===== src/hdtc_pkg.sv =====
// Shared types, constants and the CORDIC arctangent table for the heading turn controller.
`timescale 1ns / 1ps

package hdtc_pkg;

  localparam int CORDIC_STEPS = 14;
  localparam int STEP_W       = (CORDIC_STEPS > 1) ? $clog2(CORDIC_STEPS) : 1;
  localparam int MUL_LAST     = 4;
  localparam int CNT_W        = (STEP_W > 3) ? STEP_W : 3;

  localparam int QW      = 16;
  localparam int PROD_W  = 32;
  localparam int ACC_W   = 33;
  localparam int XW      = 37;
  localparam int ANG_W   = 32;
  localparam int HD_W    = 16;
  localparam int TOL_W   = 15;
  localparam int RATE_W  = 10;
  localparam int ORATE_W = 11;
  localparam int CFG_W   = 16;
  localparam int CIDX_W  = 2;

  localparam logic [HD_W-1:0]   TURN_ANGLE_RST = 16'd32768;
  localparam logic [TOL_W-1:0]  TOLERANCE_RST  = 15'd209;
  localparam logic [RATE_W-1:0] TURN_RATE_RST  = 10'd314;

  typedef enum logic {
    OP_SAMPLE = 1'b0,
    OP_TICK   = 1'b1
  } hdtc_op_e;

  typedef enum logic [CIDX_W-1:0] {
    REG_TURN_ANGLE = 2'd0,
    REG_TOLERANCE  = 2'd1,
    REG_TURN_RATE  = 2'd2
  } hdtc_reg_e;

  typedef enum logic [1:0] {
    MUL_WZ = 2'd0,
    MUL_XY = 2'd1,
    MUL_YY = 2'd2,
    MUL_ZZ = 2'd3
  } hdtc_mul_e;

  typedef struct packed {
    logic              load;
    hdtc_mul_e         mul_sel;
    logic              acc_en;
    hdtc_mul_e         acc_sel;
    logic              prep;
    logic              iter;
    logic [STEP_W-1:0] step;
    logic              hd_write;
    logic              tgt_write;
    logic              out_load;
    logic              out_stop;
  } hdtc_cmd_t;

  typedef struct packed {
    logic in_tol;
  } hdtc_sts_t;

  typedef struct packed {
    logic have_initial;
    logic turning;
    logic finished;
  } hdtc_flags_t;

  // atan(2^-i) in 2^32 units per turn, rounded to nearest
  function automatic logic [ANG_W-1:0] atan_lut(input logic [4:0] i);
    logic [ANG_W-1:0] r;
    case (i)
      5'd0:    r = 32'h2000_0000;
      5'd1:    r = 32'h12E4_051E;
      5'd2:    r = 32'h09FB_385B;
      5'd3:    r = 32'h0511_11D4;
      5'd4:    r = 32'h028B_0D43;
      5'd5:    r = 32'h0145_D7E1;
      5'd6:    r = 32'h00A2_F61E;
      5'd7:    r = 32'h0051_7C55;
      5'd8:    r = 32'h0028_BE53;
      5'd9:    r = 32'h0014_5F2F;
      5'd10:   r = 32'h000A_2F98;
      5'd11:   r = 32'h0005_17CC;
      5'd12:   r = 32'h0002_8BE6;
      5'd13:   r = 32'h0001_45F3;
      5'd14:   r = 32'h0000_A2FA;
      5'd15:   r = 32'h0000_517D;
      5'd16:   r = 32'h0000_28BE;
      5'd17:   r = 32'h0000_145F;
      5'd18:   r = 32'h0000_0A30;
      5'd19:   r = 32'h0000_0518;
      default: r = '0;
    endcase
    return r;
  endfunction

endpackage


===== src/hdtc_datapath.sv =====
// Datapath: quaternion products, vectoring CORDIC, heading registers, settings and result item.
`timescale 1ns / 1ps

module hdtc_datapath (
  input  logic                                  clk_i,
  input  logic                                  rst_ni,
  input  logic                                  cfg_we_i,
  input  logic [hdtc_pkg::CIDX_W-1:0]           cfg_idx_i,
  input  logic [hdtc_pkg::CFG_W-1:0]            cfg_data_i,
  input  logic signed [hdtc_pkg::QW-1:0]        quat_w_i,
  input  logic signed [hdtc_pkg::QW-1:0]        quat_x_i,
  input  logic signed [hdtc_pkg::QW-1:0]        quat_y_i,
  input  logic signed [hdtc_pkg::QW-1:0]        quat_z_i,
  input  hdtc_pkg::hdtc_cmd_t                   cmd_i,
  output hdtc_pkg::hdtc_sts_t                   sts_o,
  output logic signed [hdtc_pkg::ORATE_W-1:0]   angular_rate_o,
  output logic                                  done_res_o
);

  localparam int XW     = hdtc_pkg::XW;
  localparam int ACC_W  = hdtc_pkg::ACC_W;
  localparam int PROD_W = hdtc_pkg::PROD_W;
  localparam int ANG_W  = hdtc_pkg::ANG_W;
  localparam int HD_W   = hdtc_pkg::HD_W;

  logic [HD_W-1:0]                   turn_angle_q;
  logic [hdtc_pkg::TOL_W-1:0]        tolerance_q;
  logic [hdtc_pkg::RATE_W-1:0]       turn_rate_q;

  logic signed [hdtc_pkg::QW-1:0]    qw_q, qx_q, qy_q, qz_q;
  logic signed [hdtc_pkg::QW-1:0]    mul_a, mul_b;
  logic signed [PROD_W-1:0]          prod_d, prod_q;
  logic signed [ACC_W-1:0]           prod_ext;
  logic signed [ACC_W-1:0]           num_acc_q, sq_acc_q;

  logic signed [XW-1:0]              num_p, den_p;
  logic signed [XW-1:0]              x_q, y_q, dx, dy;
  logic [ANG_W-1:0]                  ang_q, ang_rnd, atan_v;
  logic                              zero_q, zero_d, y_pos;

  logic [HD_W-1:0]                   cur_q, tgt_q, hd_new, err, mag;
  logic                              err_pos;
  logic signed [hdtc_pkg::ORATE_W-1:0] rate_pos, rate_out_q;
  logic                              done_q;

  localparam logic signed [XW-1:0] ONE_Q28 = {{(XW-29){1'b0}}, 1'b1, 28'b0};

  always_ff @(posedge clk_i or negedge rst_ni) begin
    if (!rst_ni) begin
      turn_angle_q <= hdtc_pkg::TURN_ANGLE_RST;
      tolerance_q  <= hdtc_pkg::TOLERANCE_RST;
      turn_rate_q  <= hdtc_pkg::TURN_RATE_RST;
    end else if (cfg_we_i) begin
      unique case (cfg_idx_i)
        hdtc_pkg::REG_TURN_ANGLE: turn_angle_q <= cfg_data_i;
        hdtc_pkg::REG_TOLERANCE:  tolerance_q  <= cfg_data_i[hdtc_pkg::TOL_W-1:0];
        hdtc_pkg::REG_TURN_RATE:  turn_rate_q  <= cfg_data_i[hdtc_pkg::RATE_W-1:0];
        default: ;
      endcase
    end
  end

  always_comb begin
    unique case (cmd_i.mul_sel)
      hdtc_pkg::MUL_WZ: begin mul_a = qw_q; mul_b = qz_q; end
      hdtc_pkg::MUL_XY: begin mul_a = qx_q; mul_b = qy_q; end
      hdtc_pkg::MUL_YY: begin mul_a = qy_q; mul_b = qy_q; end
      hdtc_pkg::MUL_ZZ: begin mul_a = qz_q; mul_b = qz_q; end
    endcase
  end

  assign prod_d   = mul_a * mul_b;
  assign prod_ext = {{(ACC_W-PROD_W){prod_q[PROD_W-1]}}, prod_q};

  // num = 2(wz+xy), den = 1.0 - 2(yy+zz), both Q9.28
  assign num_p  = {{(XW-ACC_W-1){num_acc_q[ACC_W-1]}}, num_acc_q, 1'b0};
  assign den_p  = ONE_Q28 - {{(XW-ACC_W-1){sq_acc_q[ACC_W-1]}}, sq_acc_q, 1'b0};
  assign zero_d = (num_p == '0) && (den_p == '0);

  assign dx     = y_q >>> cmd_i.step;
  assign dy     = x_q >>> cmd_i.step;
  assign y_pos  = !y_q[XW-1] && (y_q != '0);
  assign atan_v = hdtc_pkg::atan_lut(5'(cmd_i.step));

  assign ang_rnd = ang_q + 32'h0000_8000;
  assign hd_new  = zero_q ? '0 : ang_rnd[ANG_W-1:ANG_W-HD_W];

  always_ff @(posedge clk_i) begin
    prod_q <= prod_d;
    if (cmd_i.load) begin
      qw_q      <= quat_w_i;
      qx_q      <= quat_x_i;
      qy_q      <= quat_y_i;
      qz_q      <= quat_z_i;
      num_acc_q <= '0;
      sq_acc_q  <= '0;
    end else if (cmd_i.acc_en) begin
      if (cmd_i.acc_sel == hdtc_pkg::MUL_WZ || cmd_i.acc_sel == hdtc_pkg::MUL_XY) begin
        num_acc_q <= num_acc_q + prod_ext;
      end else begin
        sq_acc_q <= sq_acc_q + prod_ext;
      end
    end
    if (cmd_i.prep) begin
      zero_q <= zero_d;
      if (den_p[XW-1]) begin
        x_q   <= -den_p;
        y_q   <= -num_p;
        ang_q <= 32'h8000_0000;
      end else begin
        x_q   <= den_p;
        y_q   <= num_p;
        ang_q <= '0;
      end
    end else if (cmd_i.iter) begin
      if (y_pos) begin
        x_q   <= x_q + dx;
        y_q   <= y_q - dy;
        ang_q <= ang_q + atan_v;
      end else begin
        x_q   <= x_q - dx;
        y_q   <= y_q + dy;
        ang_q <= ang_q - atan_v;
      end
    end
  end

  always_ff @(posedge clk_i or negedge rst_ni) begin
    if (!rst_ni) begin
      cur_q <= '0;
      tgt_q <= '0;
    end else begin
      if (cmd_i.hd_write) begin
        cur_q <= hd_new;
      end
      if (cmd_i.tgt_write) begin
        tgt_q <= hd_new + turn_angle_q;
      end
    end
  end

  // wrapped error, read as signed
  assign err          = tgt_q - cur_q;
  assign mag          = err[HD_W-1] ? (16'd0 - err) : err;
  assign err_pos      = !err[HD_W-1] && (err != '0);
  assign sts_o.in_tol = mag < {1'b0, tolerance_q};
  assign rate_pos     = {1'b0, turn_rate_q};

  always_ff @(posedge clk_i) begin
    if (cmd_i.out_load) begin
      if (cmd_i.out_stop) begin
        rate_out_q <= '0;
        done_q     <= 1'b1;
      end else begin
        rate_out_q <= err_pos ? rate_pos : -rate_pos;
        done_q     <= 1'b0;
      end
    end
  end

  assign angular_rate_o = rate_out_q;
  assign done_res_o     = done_q;

endmodule


===== src/hdtc_ctrl.sv =====
// Controller: item sequencing, CORDIC step count, turn flags and output valid.
`timescale 1ns / 1ps

module hdtc_ctrl (
  input  logic                  clk_i,
  input  logic                  rst_ni,
  input  logic                  in_valid_i,
  output logic                  in_stall_o,
  input  logic                  opcode_i,
  output logic                  out_valid_o,
  input  logic                  out_stall_i,
  input  hdtc_pkg::hdtc_sts_t   sts_i,
  output hdtc_pkg::hdtc_cmd_t   cmd_o,
  output hdtc_pkg::hdtc_flags_t flags_o
);

  typedef enum logic [2:0] {
    ST_IDLE,
    ST_MUL,
    ST_PREP,
    ST_ITER,
    ST_FIN,
    ST_TICK
  } state_e;

  localparam int CNT_W = hdtc_pkg::CNT_W;

  state_e             state_q;
  logic [CNT_W-1:0]   cnt_q;
  logic               out_valid_q;
  logic               have_initial_q, turning_q, finished_q;
  logic               accept, out_free;

  assign in_stall_o = (state_q != ST_IDLE);
  assign accept     = in_valid_i && !in_stall_o;
  assign out_free   = !out_valid_q || !out_stall_i;

  always_ff @(posedge clk_i or negedge rst_ni) begin
    if (!rst_ni) begin
      state_q        <= ST_IDLE;
      cnt_q          <= '0;
      out_valid_q    <= 1'b0;
      have_initial_q <= 1'b0;
      turning_q      <= 1'b0;
      finished_q     <= 1'b0;
    end else begin
      if (out_valid_q && !out_stall_i) begin
        out_valid_q <= 1'b0;
      end
      unique case (state_q)
        ST_IDLE: begin
          cnt_q <= '0;
          if (accept) begin
            state_q <= (opcode_i == hdtc_pkg::OP_SAMPLE) ? ST_MUL : ST_TICK;
          end
        end
        ST_MUL: begin
          if (cnt_q == CNT_W'(hdtc_pkg::MUL_LAST)) begin
            cnt_q   <= '0;
            state_q <= ST_PREP;
          end else begin
            cnt_q <= cnt_q + 1'b1;
          end
        end
        ST_PREP: begin
          cnt_q   <= '0;
          state_q <= ST_ITER;
        end
        ST_ITER: begin
          if (cnt_q == CNT_W'(hdtc_pkg::CORDIC_STEPS - 1)) begin
            cnt_q   <= '0;
            state_q <= ST_FIN;
          end else begin
            cnt_q <= cnt_q + 1'b1;
          end
        end
        ST_FIN: begin
          have_initial_q <= 1'b1;
          state_q        <= ST_IDLE;
        end
        ST_TICK: begin
          if (out_free) begin
            if (turning_q) begin
              out_valid_q <= 1'b1;
              if (sts_i.in_tol) begin
                turning_q  <= 1'b0;
                finished_q <= 1'b1;
              end
            end else if (have_initial_q && !finished_q) begin
              turning_q <= 1'b1;
            end
            state_q <= ST_IDLE;
          end
        end
        default: state_q <= ST_IDLE;
      endcase
    end
  end

  always_comb begin
    cmd_o           = '0;
    cmd_o.load      = accept;
    cmd_o.mul_sel   = hdtc_pkg::hdtc_mul_e'(cnt_q[1:0]);
    cmd_o.acc_en    = (state_q == ST_MUL) && (cnt_q != '0);
    cmd_o.acc_sel   = hdtc_pkg::hdtc_mul_e'(cnt_q[1:0] - 2'd1);
    cmd_o.prep      = (state_q == ST_PREP);
    cmd_o.iter      = (state_q == ST_ITER);
    cmd_o.step      = cnt_q[hdtc_pkg::STEP_W-1:0];
    cmd_o.hd_write  = (state_q == ST_FIN);
    cmd_o.tgt_write = (state_q == ST_FIN) && !have_initial_q;
    cmd_o.out_load  = (state_q == ST_TICK) && out_free && turning_q;
    cmd_o.out_stop  = sts_i.in_tol;
  end

  assign out_valid_o          = out_valid_q;
  assign flags_o.have_initial = have_initial_q;
  assign flags_o.turning      = turning_q;
  assign flags_o.finished     = finished_q;

endmodule


===== src/imu_heading_turn_controller.sv =====
// Top level of the quaternion yaw heading turn controller.
//
//   channel | handshake                     | payload
//   --------+-------------------------------+--------------------------------------
//   in      | in_valid_i / in_stall_o       | opcode_i, quat_w_i .. quat_z_i
//   out     | out_valid_o / out_stall_i     | angular_rate_o, done_res_o
//   cfg     | cfg_we_i                      | cfg_idx_i, cfg_data_i
//
// A sample item runs its products on the shared 16x16 multiplier, then forms the
// vector, steps through the 14 CORDIC iterations and writes the heading.
// A tick item waits in the tick state while the output register is held by a stall.
// One item at a time; in_stall_o is high until the item is finished.
// Reset is asynchronous, active low, clears flags and headings and restores default settings.
`timescale 1ns / 1ps

module imu_heading_turn_controller (
  input  logic                                clk_i,
  input  logic                                rst_ni,
  input  logic                                cfg_we_i,
  input  logic [hdtc_pkg::CIDX_W-1:0]         cfg_idx_i,
  input  logic [hdtc_pkg::CFG_W-1:0]          cfg_data_i,
  input  logic                                in_valid_i,
  output logic                                in_stall_o,
  input  logic                                opcode_i,
  input  logic signed [hdtc_pkg::QW-1:0]      quat_w_i,
  input  logic signed [hdtc_pkg::QW-1:0]      quat_x_i,
  input  logic signed [hdtc_pkg::QW-1:0]      quat_y_i,
  input  logic signed [hdtc_pkg::QW-1:0]      quat_z_i,
  output logic                                out_valid_o,
  input  logic                                out_stall_i,
  output logic signed [hdtc_pkg::ORATE_W-1:0] angular_rate_o,
  output logic                                done_res_o
);

  hdtc_pkg::hdtc_cmd_t   cmd;
  hdtc_pkg::hdtc_sts_t   sts;
  hdtc_pkg::hdtc_flags_t flags;

  hdtc_ctrl u_ctrl (
    .clk_i       (clk_i),
    .rst_ni      (rst_ni),
    .in_valid_i  (in_valid_i),
    .in_stall_o  (in_stall_o),
    .opcode_i    (opcode_i),
    .out_valid_o (out_valid_o),
    .out_stall_i (out_stall_i),
    .sts_i       (sts),
    .cmd_o       (cmd),
    .flags_o     (flags)
  );

  hdtc_datapath u_datapath (
    .clk_i          (clk_i),
    .rst_ni         (rst_ni),
    .cfg_we_i       (cfg_we_i),
    .cfg_idx_i      (cfg_idx_i),
    .cfg_data_i     (cfg_data_i),
    .quat_w_i       (quat_w_i),
    .quat_x_i       (quat_x_i),
    .quat_y_i       (quat_y_i),
    .quat_z_i       (quat_z_i),
    .cmd_i          (cmd),
    .sts_o          (sts),
    .angular_rate_o (angular_rate_o),
    .done_res_o     (done_res_o)
  );

`ifndef SYNTHESIS
  a_done_zero_rate: assert property (@(posedge clk_i) disable iff (!rst_ni)
    out_valid_o && done_res_o |-> angular_rate_o == '0)
    else $error("stop item with non-zero rate");

  a_flags_exclusive: assert property (@(posedge clk_i) disable iff (!rst_ni)
    !(flags.turning && flags.finished))
    else $error("turning and finished both set");

  a_out_needs_heading: assert property (@(posedge clk_i) disable iff (!rst_ni)
    out_valid_o |-> flags.have_initial)
    else $error("result item before any sample");

  a_done_sets_finished: assert property (@(posedge clk_i) disable iff (!rst_ni)
    out_valid_o && done_res_o |-> flags.finished && !flags.turning)
    else $error("stop item without finished flag");
`endif

endmodule


===== config.mk =====
export PLATFORM = sky130hd
export DESIGN_NAME = imu_heading_turn_controller
export DESIGN_NICKNAME = d
export VERILOG_FILES = /design/src/hdtc_pkg.sv /design/src/hdtc_datapath.sv /design/src/hdtc_ctrl.sv /design/src/imu_heading_turn_controller.sv
export SDC_FILE = /design/constraint.sdc
export NUM_CORES = 2
export LEC_CHECK = 0
export BUFFER_PORTS_ARGS = -buffer_cell sky130_fd_sc_hd__buf_2
export CORE_MARGIN = 4
export CORE_UTILIZATION = 60
export DETAILED_ROUTE_END_ITERATION = 12
export HOLD_SLACK_MARGIN = 0.02
export PLACE_DENSITY = 0.82
export SKIP_CTS_REPAIR_TIMING = 1
export SLEW_MARGIN = 20
export SYNTH_ARGS = -nofsm -noshare
export SYNTH_HDL_FRONTEND = slang
export SYNTH_SLANG_ARGS = --single-unit

===== constraint.sdc =====
create_clock -name clk_i -period 12.64 [get_ports clk_i]
set_clock_uncertainty 0.1 [all_clocks]
set_input_delay 1.896 -clock clk_i [delete_from_list [all_inputs] [get_ports clk_i]]
set_output_delay 1.896 -clock clk_i [all_outputs]
set_load 0.05 [all_outputs]

# Yosys cells after proc, flatten, opt, wreduce, memory -nomap -nowiden
# Memories as Yosys holds them, arrays and structs flattened.
# Index checks and enable logic that the tools add are counted.
# totals
ff_bits	365
romBits	480
inputBits	88
output_inout_bits	14
word_cells	143
mem_count	1
# op_classes
n_addsub	18
n_mul	1
n_lt_le_gt_ge	1
eq_ne	17
shifts	2
muxes	34
n_bitwise	1
n_reduce_logical	43
# mem_list
name	words	word_bits	read_ports	rd_clocked_by_memory_dff	write_ports	line_no	rtl
(name not given)	16	30	1	0	0	hdtc_pkg.sv:72	case (i)
# op_table
operator	count
2-to-1 mux 37 bit	8
2-to-1 mux 32 bit	4
adder 37 bit	2
logical NOT 37 bit	2
>>> shifter 37 x 4 -> 37 bit	2
subtractor 37 bit	2
adder 33 x 32 -> 33 bit	2
one-hot mux 16 bit (4 select lines)	1
negation 34 -> 37 bit	1
negation 37 bit	1
nonzero test 37 bit	1
subtractor 30 x 34 -> 35 bit (first input constant)	1
adder 32 x 16 -> 32 bit (second input constant)	1
adder 32 bit	1
multiplier 16 x 16 -> 32 bit	1
2-to-1 mux 16 bit	2
one-hot mux 16 bit (2 select lines)	1
subtractor 32 bit	1
adder 16 bit	1
< comparator 16 x 15 -> 1 bit	1
nonzero test 16 bit	1
subtractor 1 x 16 -> 16 bit (first input constant)	1
subtractor 16 bit	1
2-to-1 mux 3 bit	5
28 further kinds	73

# Logic depth before layout (Yosys ltp)
# depth
depth_word	6
mapped_depth	36

# Cells and area by module
# A second synthesis with hierarchy kept.
# hier_totals
cells_unflattened	4962
area_unflattened_um2	43145.1
# modules_own_cells
mod	instances	cells_per_inst	area_each_um2	seq_area_each_um2
hdtc_datapath	1	4887	42453.2	9296.4
hdtc_ctrl	1	75	691.9	275.3

# Least setup slack after synthesis
# Ideal clock, no wire load.
# synth_path
kind	flip-flop to flip-flop
from	reg u_ctrl.cnt_q[0]
to	reg u_datapath.prod_q[29]
setup_ps	121
arrival_ps	8896
required_time_ps	12419
setup_slack_ps	3524
stages_incl_launch_ff	34
n_path_buf	7
cell_sequence	dfrtp_1 -> clkinv_1 -> buf_1 -> clkbuf_1 -> buf_2 -> buf_1 -> ha_1 -> clkbuf_1 -> clkbuf_1 -> clkbuf_1 -> mux2i_1 -> nor2_1 -> fa_1 -> inv_1 -> fa_1 -> inv_1 -> fa_1 -> fa_1 -> fa_1 -> inv_1 -> fa_1 -> inv_1 -> ha_1 -> a21o_1 -> a21oi_1 -> o21ai_0 -> nor3_1 -> a211oi_1 -> a2111oi_0 -> nor3_1 -> a21o_1 -> nand2_1 -> nand2_1 -> xor2_1
# synth_via
elab_chain_cells	4
elab_cells_between_ends	9
cone_classes	mul (1); eq/ne (3); mux (2); reduce/logical (3)
# synth_lines
element	line_no	rtl
from (decl)	hdtc_ctrl.sv:29	logic [CNT_W-1:0] cnt_q;
from (signal assigned)	hdtc_ctrl.sv:62	cnt_q <= cnt_q + 1'b1;
from (signal assigned)	hdtc_ctrl.sv:74	cnt_q <= cnt_q + 1'b1;
== test 2 bit, or another cell as far along	hdtc_datapath.sv:64	unique case (cmd_i.mul_sel)
OR reduction 2 bit (no line)	--	
one-hot mux 16 bit (2 select lines)	hdtc_datapath.sv:64	
multiplier 16 x 16 -> 32 bit *	hdtc_datapath.sv:72	assign prod_d = mul_a * mul_b;
named net u_datapath.prod_d[29]	hdtc_datapath.sv:32	logic signed [PROD_W-1:0] prod_d, prod_q;
to (signal assigned)	hdtc_datapath.sv:89	prod_q <= prod_d;
to (decl)	hdtc_datapath.sv:32	
# Mark *: on every way through the listed nets, which the timed path passes. The rest lies on a longest branch.
# A chain may end at the register's enable or synchronous reset.

# Worst setup path after layout
# layout_path
from	reg u_ctrl.cnt_q[1]
to	reg u_datapath.prod_q[27]
# The elaborated chain is that of the path after synthesis.

==> impl_table.tex <==
\begin{tabular}{lr}
\hline
Metric & Value \\
\hline
\multicolumn{2}{l}{\textbf{Timing}} \\
\quad Accumulated negative setup slack & 0 ps \\
\quad Unrepaired setup endpoints after global routing & no \\
\quad Min Tclk post-route & about 9500 ps \\
\quad Achievable frequency & between 100 and 150 MHz \\
\quad Crit share post-route & around 75\% \\
\quad Tightest slew margin relative to the limit & approximately 27\% \\
\quad Number of hold-slack violations in the final timing report & 0 \\
\quad Count of final setup violators & 0 \\
\quad Final slew viol count & 0 \\
\quad Transition time at the pin with the least slew margin & around 1100 ps \\
\multicolumn{2}{l}{\textbf{Synthesis}} \\
\quad Largest area contributor in the netlist & sky130\_fd\_sc\_hd\_\_edfxtp\_1 \\
\quad Sequential-to-total area share from yosys stat & 22.6\% \\
\quad Synth cell types & between 90 and 100 \\
\quad Synthesized-area fraction occupied by and/or/nand/nor cells & 16.2\% \\
\quad Area share of the largest cell type after synthesis & between 10\% and 20\% \\
\quad Largest family of logic cells by synthesized area & adder cells \\
\quad Share of cell area taken by muxes after synthesis & roughly 8.9\% \\
\quad Most used standard cell by instance count after synthesis & sky130\_fd\_sc\_hd\_\_nand2\_1 \\
\quad Arithmetic-cell share of the synthesized area counting full adders, half adders and majority gates & 21.9\% \\
\quad Total of flip-flops plus latches after synthesis & 365 \\
\quad Net Count, Synth & about 5500 \\
\quad Synthesized area per cell & 8.69 µm² \\
\quad Synth cell count leaders & sky130\_fd\_sc\_hd\_\_nand2\_1 (551), sky130\_fd\_sc\_hd\_\_nor2\_1 (440), sky130\_fd\_sc\_hd\_\_inv\_1 (439) \\
\quad Instance count of the mapped netlist & just under 5000 \\
\quad Async set-reset flop share out of synthesis & between 20\% and 30\% \\
\quad Fraction of synthesized cell area in xor and xnor cells & under 10\% \\
\quad Synth Flop Type & sky130\_fd\_sc\_hd\_\_edfxtp\_1 \\
\quad Top cells by area, synth & sky130\_fd\_sc\_hd\_\_edfxtp\_1 (13\%), sky130\_fd\_sc\_hd\_\_fa\_1 (13\%), sky130\_fd\_sc\_hd\_\_ha\_1 (9.2\%) \\
\quad EDFF count, synth & between 150 and 200 \\
\quad Syn Std Cell Area & roughly 0.042 mm² \\
\quad Yosys warnings & 0 \\
\quad Share of the synthesized area in compound gates (AO/OA/AOI/OAI) & around 16\% \\
\multicolumn{2}{l}{\textbf{Worst setup path}} \\
\quad Data arrival, critical path & about 10000 ps \\
\quad Crit path capture type & flip-flop \\
\quad Type of the worst setup path & flip-flop to flip-flop \\
\quad Critical path fanouts, max & 53 \\
\quad Path depth of the worst reg2reg path & 24 \\
\quad Data required, critical path & about 13000 ps \\
\quad Reg2Reg Setup Slack & roughly 3200 ps \\
\quad Type of origin of the critical path & flip-flop \\
\multicolumn{2}{l}{\textbf{Global route}} \\
\quad Final global-route overflow total & 0 \\
\quad First-pass GRT wire length & around 190 mm \\
\quad Global-route total usage across every layer & between 30\% and 40\% \\
\quad Number of global-route vias before repair & 34996 \\
\quad Largest net degree at the start of global routing & 86 \\
\quad Number of antenna violations at the first check in global routing & 2 \\
\multicolumn{2}{l}{\textbf{Detailed routing}} \\
\quad Post-Route WL & 117 mm \\
\quad Residual DRC count & 0 \\
\quad Count of nets left with antenna violations after detail routing & 0 \\
\quad Vias after detailed routing & approximately 36000 \\
\quad Pre-Repair DR Iteration Count & 6 \\
\quad Number of violations reported at the end of detailed-routing iteration 0 & between 3000 and 4000 \\
\quad Per-cell routed wire length & roughly 20 µm \\
\quad Drt via density & 6.25 \\
\multicolumn{2}{l}{\textbf{Cells and area}} \\
\quad Layout-stage area growth over the synthesis result & 6.39\% \\
\quad NumNets Final & 5527 \\
\quad Share of post-route cells with drive strength above 1 & under 10\% \\
\multicolumn{2}{l}{\textbf{Floorplanning}} \\
\quad Width of the die & 274 µm \\
\quad Floorplan Core Area & 0.0700 mm² \\
\quad Number of placed I/O pins & around 100 \\
\quad Die area & about 0.075 mm² \\
\quad DIE HEIGHT & 274 µm \\
\quad Site Rows & 97 \\
\quad Initial cell density of the core & between 60\% and 70\% \\
\multicolumn{2}{l}{\textbf{Clocking}} \\
\quad Clock network latency to the later pin of the worst-skew pair & approximately 630 ps \\
\quad CTS clk-pin slew, worst paths & $\sim$60 ps \\
\quad Buffer levels on the longest clock path & 3 \\
\quad Clock tree root buffer cell & sky130\_fd\_sc\_hd\_\_clkbuf\_16 \\
\quad TritonCTS buffer count & 45 \\
\quad Number of clock sinks seen by CTS & 365 \\
\quad Clock tree from TritonCTS & done \\
\quad CTS H-tree lvls & 2 \\
\multicolumn{2}{l}{\textbf{Status}} \\
\quad Status & complete, no violations \\
\multicolumn{2}{l}{\textbf{Min path}} \\
\quad Type of the tightest min-delay check & flip-flop to flip-flop \\
\quad Hold-critical path depth & 1 \\
\multicolumn{2}{l}{\textbf{Place}} \\
\quad HPWL after DPL & 90.1 mm \\
\quad Gp weighted congestion & $\sim$1 \\
\quad IO Port Bufs & a little over 100 \\
\multicolumn{2}{l}{\textbf{Flow run}} \\
\quad Max-cap violations & 0 \\
\hline
\end{tabular}
## through the flow
stage          hold WS, ps  instances  cell area [µm²]  setup WS [ps]  util [%]
2_1_floorplan          328       4869            42300           3520         -
3_3_place_gp           340       5753            43500           3520      62.2
3_5_place_dp           352       5753            43500           3290      62.2
4_1_cts                365       5837            45000           3210      64.3
5_1_grt                384       5837            45000           2530      64.3
6_report               364       5838            45000           3160      64.3
## metal layers
| metal | part of all wire [%] | global-route usage [%] |
|---|---|---|
| met2 | 46 | 48.9 |
| met3 | 9.6 | 5.05 |
| met5 | 0.011 | 0 |
| met1 | 41 | 43.3 |
| met4 | 3.7 | 10.4 |
## flip-flops by register name, indices dropped and copies added (netlist names), 32 cells and up
register,cells
u_datapath.num_acc_q,33
u_datapath.sq_acc_q,33
u_datapath.x_q,37
u_datapath.y_q,37
u_datapath.ang_q,32
u_datapath.prod_q,32
## worst max-delay path: stages, from the launching register on
cell	delay, ps
sky130_fd_sc_hd__dfrtp_4	890
sky130_fd_sc_hd__clkinv_1	570
sky130_fd_sc_hd__ha_2	690
sky130_fd_sc_hd__buf_4	450
sky130_fd_sc_hd__mux2i_1	830
sky130_fd_sc_hd__nor2_1	160
sky130_fd_sc_hd__fa_1	560
sky130_fd_sc_hd__fa_1	450
sky130_fd_sc_hd__fa_1	530
sky130_fd_sc_hd__fa_1	540
sky130_fd_sc_hd__fa_1	550
sky130_fd_sc_hd__inv_1	60
sky130_fd_sc_hd__fa_1	530
sky130_fd_sc_hd__inv_1	40
sky130_fd_sc_hd__ha_1	340
sky130_fd_sc_hd__a21o_1	190
sky130_fd_sc_hd__a21oi_1	160
sky130_fd_sc_hd__o21ai_0	180
sky130_fd_sc_hd__nor3_1	230
sky130_fd_sc_hd__a211oi_1	140
sky130_fd_sc_hd__a2111oi_0	430
sky130_fd_sc_hd__nor3_1	180
sky130_fd_sc_hd__a21o_1	220
sky130_fd_sc_hd__a21oi_1	170
sky130_fd_sc_hd__xnor2_1	140
## area by class of cell
| class | instances | area, µm² |
|---|---|---|
| fill | 5764 | 25000 |
| inverter | 444 | 1670 |
| multi-input combinational | 3863 | 30300 |
| clock inverter | 32 | 305 |
| tap | 940 | 1180 |
| clock buffer | 52 | 1180 |
| sequential | 365 | 9590 |
| antenna | 1 | 2.50 |
| timing repair buffer | 141 | 808 |
## worst paths after layout
kind,from,to
setup / recovery,u_ctrl.cnt_q[1],u_datapath.prod_q[27]
hold / removal,u_ctrl.finished_q,u_ctrl.finished_q
setup reg to reg,u_ctrl.cnt_q[1],u_datapath.prod_q[27]
hold reg to reg,u_ctrl.finished_q,u_ctrl.finished_q
max in group asynchronous,rst_ni,u_datapath.tgt_q[2]
min in group asynchronous,rst_ni,u_ctrl.cnt_q[3]
## cell usage in the layout, fill, tap and decap left out, types with 98 or more instances in the layout
master / n
sky130_fd_sc_hd__mux2i_1: 122
sky130_fd_sc_hd__inv_1: 438
sky130_fd_sc_hd__edfxtp_1: 183
sky130_fd_sc_hd__a21oi_1: 332
sky130_fd_sc_hd__xor2_1: 168
sky130_fd_sc_hd__nor2_1: 438
sky130_fd_sc_hd__xnor2_1: 241
sky130_fd_sc_hd__mux2_2: 124
sky130_fd_sc_hd__nand2_1: 550
sky130_fd_sc_hd__o21ai_0: 242
sky130_fd_sc_hd__fa_1: 269
sky130_fd_sc_hd__a21o_1: 105
sky130_fd_sc_hd__buf_2: 100
sky130_fd_sc_hd__dfxtp_1: 98
sky130_fd_sc_hd__ha_1: 309
## cell families (layout without fill, tap and decap cells)
logic type | count (synthesis) | after routing
adders and majority gates | 579 | 579
xor gates and xnor gates | 409 | 409
AOI/OAI and AO/OA | 1075 | 1075
and+or+nand+nor | 1503 | 1503
muxes | 297 | 297
other | 0 | 1
DFF | 365 | 365
buffers and inverters | 641 | 669
Power is left out: the tool's default activity adds up to more than one toggle a clock period on the data nets, which glitch-free logic cannot reach.
